## config.mk

```make
export PLATFORM = sky130hd
export DESIGN_NAME = gvb_cell
export DESIGN_NICKNAME = d
export VERILOG_FILES = /design/src/rtl/core/gvb_pkg.sv /design/src/rtl/core/gvb_cell.sv
export SDC_FILE = /design/constraint.sdc
export NUM_CORES = 1
export LEC_CHECK = 0
export BUFFER_PORTS_ARGS = -buffer_cell sky130_fd_sc_hd__buf_2
export CAP_MARGIN = 10
export CORE_UTILIZATION = 30
export CTS_BUF_LIST = sky130_fd_sc_hd__clkbuf_2
export DETAILED_ROUTE_END_ITERATION = 6
export PLACE_DENSITY = 0.56
export SLEW_MARGIN = 20
export SYNTH_ARGS = -nofsm -noshare
export SYNTH_HDL_FRONTEND = slang
export SYNTH_SLANG_ARGS = --single-unit
```

## constraint.sdc

```tcl
create_clock -name clock -period 4 [get_ports clock]
set_input_delay 0.6 -clock clock [delete_from_list [all_inputs] [get_ports clock]]
set_output_delay 0.6 -clock clock [all_outputs]
set_load 0.02 [all_outputs]
```

## src/rtl/core/gvb_pkg.sv

```systemverilog
// ----------------------------------------------------------------------------
// gvb_pkg
// Constants and shared types for the genotype vector binning block.
// ----------------------------------------------------------------------------
package gvb_pkg;

   localparam int MAX_BINS        = 64;
   localparam int MAX_INDIVIDUALS = 256;
   localparam int GENO_BITS       = 4;

   localparam int GENO_W = 4;
   localparam int BIN_W  = $clog2(MAX_BINS + 1);
   localparam int POS_W  = $clog2(MAX_INDIVIDUALS + 1);
   localparam int ADDR_W = (MAX_INDIVIDUALS > 1) ? $clog2(MAX_INDIVIDUALS) : 1;

   // broadcast control from the sequencer to every bin cell
   typedef struct packed {
      logic                 rd_en;
      logic                 wr_ok;
      logic [ADDR_W-1:0]    addr;
      logic [GENO_BITS-1:0] wr_geno;
      logic                 clear;
      logic                 cmp_en;
      logic [GENO_BITS-1:0] cmp_geno;
      logic                 exact;
      logic                 load;
      logic                 shift;
   } cell_ctrl_type;

   typedef enum logic [3:0] {
      S_IDLE = 4'b0001,
      S_CMP  = 4'b0010,
      S_SRCH = 4'b0100,
      S_OUT  = 4'b1000
   } state_type;

endpackage

```

## src/rtl/core/gvb_cell.sv

```systemverilog
// ----------------------------------------------------------------------------
// gvb_cell
// One bin: representative vector memory, mismatch flag and a search-chain bit.
// ----------------------------------------------------------------------------
module gvb_cell (
   input  logic                   clock,
   input  logic                   reset,
   input  gvb_pkg::cell_ctrl_type ctrl,
   input  logic                   wr_en,
   input  logic                   in_use,
   input  logic                   match_in,
   output logic                   match_out
);
   import gvb_pkg::*;

   logic [GENO_BITS-1:0] mem [MAX_INDIVIDUALS];
   logic [GENO_BITS-1:0] rd_ff;
   logic                 mism_ff, mism_in;
   logic                 mbit_ff, mbit_in;
   logic                 differ;

   always_ff @(posedge clock) begin
      if (wr_en && ctrl.wr_ok) begin
         mem[ctrl.addr] <= ctrl.wr_geno;
      end
      if (ctrl.rd_en) begin
         rd_ff <= mem[ctrl.addr];
      end
   end

   always_comb begin
      differ = (ctrl.cmp_geno != rd_ff) &&
               (ctrl.exact || ((ctrl.cmp_geno != '0) && (rd_ff != '0)));
      mism_in = mism_ff;
      if (ctrl.cmp_en && in_use && differ) begin
         mism_in = 1'b1;
      end
      if (ctrl.clear) begin
         mism_in = 1'b0;
      end
      mbit_in = mbit_ff;
      if (ctrl.load) begin
         mbit_in = in_use && !mism_in;
      end else if (ctrl.shift) begin
         mbit_in = match_in;
      end
   end

   always_ff @(posedge clock) begin
      if (reset) begin
         mism_ff <= 1'b0;
         mbit_ff <= 1'b0;
      end else begin
         mism_ff <= mism_in;
         mbit_ff <= mbit_in;
      end
   end

   assign match_out = mbit_ff;

endmodule

```

==> impl_metrics.csv <==
group,metric,value,unit
status,status,"finished clean",
detailed_routing,via_count,20900,
floorplan,initial_core_util,30.4,%
synth,async_flop_share,0,%
pwr,ir_drop,278,uV
pwr,net-switching-power,0.00482,W
placement,dp_hpwl,61900,um
placement,numPortBuffers,28,
layout,syn_to_final_growth,12.9,%
critical_path,required,5.39,ns
synth,synth.distinct_cells,32,
pwr,pwr-share-comb,5.3,%
sta,clock_skew,0.108,ns
synth,ys_ff_latch,1030,
layout,fin_util,34.3,%
floorplan,die_h,368,um
pwr,clkPwrFrac,34.5,%
synth,yosys_warnings,0,
synth,ys_seq_area_share,77.0,%
clocking,cts_max_level,5,
synth,avgSynthCellArea,20.5,um^2
clocking,cts-buffers-inserted,278,
sta,finalSetupViolCount,0,
layout,drive_gt1_share,32.1,%
sta,fin_hold_ws,0.296,ns
floorplan,die_w,368,um
critical_path,path_cells,"nor4_1 > o21bai_1 > a41oi_1 > o211ai_1 > dlygate4sd3_1 > a21oi_1 > dlygate4sd3_1 > dlygate4sd3_1",
sta,period_share,90.8,%
synth,yosysMostFrequentCell,"edfxtp_1",
global_routing,overflow,0,
detailed_routing,drtIter0Drc,2172,
global_routing,grt_max_degree,96,
clocking,clk_latency,1.44,ns
placement,place_congestion,0.806,
sta,rsz0062_at_grt,"false",
clocking,post_cts_resized,0,
synth,synth_area,0.0401,mm^2
critical_path,critPathKind,"flip-flop to flip-flop",
clocking,clk_path_buf_depth,4,
pwr,power_leakage,14.0,nW
synth,syn_nets,1981,
pwr,netSwitchingFraction,24.4,%
floorplan,fp.dieArea,0.135,mm^2
detailed_routing,vias_per_cell,5.01,
synth,synthFlopType,"edfxtp_1",
global_routing,grt_pass1_wl,150000,um
min_path,holdCritPathClass,"input pin to flip-flop",
sta,worst_slew_pin_slew,1.02,ns
pwr,seq_power_share,60.1,%
synth,synth-edff-count,1028,
pwr,internal_power,0.0149,W
synth,synthCells,1953,
global_routing,grt_pass1_vias,22500,
clocking,cts_sinks,1030,
floorplan,io-pin-count,29,
layout,nets,2282,
detailed_routing,routed_wl,103000,um
sta,max_freq,0.275,GHz
critical_path,cpMostUsedCell,"dlygate4sd3_1",
critical_path,critPathLaunchType,"flip-flop",
sta,drv_slew,0,
synth,ys_top_cells_by_count,"edfxtp_1, nor2_1, mux4_2, a22oi_1, clkbuf_1",
detailed_routing,drtAntennaViolNets,0,
global_routing,track_usage,15.2,%
layout,fillers,12500,
pwr,power_density,436,mW/mm^2
clocking,clk_pin_slew,0.11,ns
critical_path,arrival,5.02,ns
critical_path,cp-end-kind,"flip-flop",
flow_run,drv_cap,0,
floorplan,core,0.132,mm^2
sta,fin_setup_tns,0,ns
detailed_routing,drt_pre_antenna_iters,6,
critical_path,crit_slowest_cell,"nor4_1",
synth,ys_top_cells_by_area,"edfxtp_1, mux4_2, nor2_1",
sta,hold_viol_final,0,
detailed_routing,wl_per_cell,24.6,um
critical_path,cpPeakStageDelay,0.90,ns
clocking,tritoncts,"done",
detailed_routing,route.detailed.drc,0,
critical_path,path_max_fanout,2,
synth,synth_top_cell_by_area,"edfxtp_1",
floorplan,fp-row-count,133,
sta,max_slew_margin,31.5,%
sta,timing.final.crit_period,3.63,ns
clocking,cts_root_buf,"clkbuf_2",
global_routing,antenna_found_initial,4,
synth,netlist.area_leader.share,76.9,%
## worst max-delay path: cells and delay by family, from the launching register on
family,cells,cell delay [ns]
buffers and inverters,3,1.66
AND/OR/NAND/NOR,1,0.90
AO/OA/AOI/OAI,4,0.61
flip-flops,1,0.44
## layer usage
metal	vias to the layer above	share of wire, %	GRT usage, %
met5	-	0.0068	0
met4	2	2.8	5.79
met3	171	8.1	3.91
met2	972	49	24.3
met1	10900	41	19.8
li1	8845	-	-
## through the flow
stage / total power, W / instances / instance area [um^2] / setup slack [ns]
final: 0.0197 / 4169 / 45300 / 0.368
after global routing: 0.0206 / 4169 / 45300 / 0.354
after CTS: 0.0200 / 4168 / 45300 / 0.492
after detailed placement: 0.0132 / 3701 / 42800 / 0.359
after global placement: 0.0131 / 3701 / 42800 / 0.383
after floorplan: 0.0127 / 1953 / 40100 / 1.35
## cell type report
cell class | instances | area (um^2) | share of cell area [%]
clock inverters | 72 | 372 | 0.820
clock buffers | 367 | 1840 | 4.05
multi-input cells | 790 | 8580 | 18.9
flip-flops and latches | 1030 | 30900 | 68.2
diodes | 1 | 2.50 | 0.00552
well taps | 1755 | 2200 | 4.85
repair buffers | 154 | 1410 | 3.12
## cells by family after synthesis
group,synth area share (%)
AO/OA/AOI/OAI,3.65
XOR/XNOR,0.0873
buffers and inverters,1.62
flip-flops,77.0
multiplexers,14.5
AND/OR/NAND/NOR,3.13
## power by group through the flow
stage / clock (W) / sequential [W] / combinational (W)
detailed placement: 0 / 0.0121 / 0.00104
finish: 0.00682 / 0.0119 / 0.00105
floorplan: 0 / 0.0121 / 0.000547
global placement: 0 / 0.0121 / 0.00102
global route: 0.00757 / 0.0119 / 0.00112
CTS: 0.00706 / 0.0119 / 0.00107
## flip-flops by register name, indices dropped and copies added (netlist names)
signal     flops
mism_ff        1
match_out      1
mem         1024
rd_ff          4
## worst paths after layout
check / start / endpoint / slack (ns) / cells past startpoint
worst max register to register: rd_ff[0] / match_out / 0.37 / 8
worst min register to register: mem[71][0] / rd_ff[0] / 0.99 / 5
worst max-delay path: rd_ff[0] / match_out / 0.37 / 8
worst min-delay path: ctrl[10] / mem[80][1] / 0.30 / 2
## repair_timing
action,CTS,global route
hold endpoints to repair,1309,0
buffers inserted,0,0
hold buffers,28,0
## cells in the final DEF, fill, tap and decap left out, drive strengths merged, types with 2 or more instances in the layout
cell type,n
nand3,4
a21oi,65
nand2,30
nor4,2
o41ai,16
clkinv,62
bufinv,3
nor3,2
nor2,259
nor3b,2
inv,7
mux4,256
nor2b,6
buf,126
or2,2
xnor2,4
and2,2
edfxtp,1028
dfxtp,2
dlygate4sd3,28
clkbuf,367
nand4,5
nand2b,2
a22oi,128
Power figures use the tool's default switching activity.
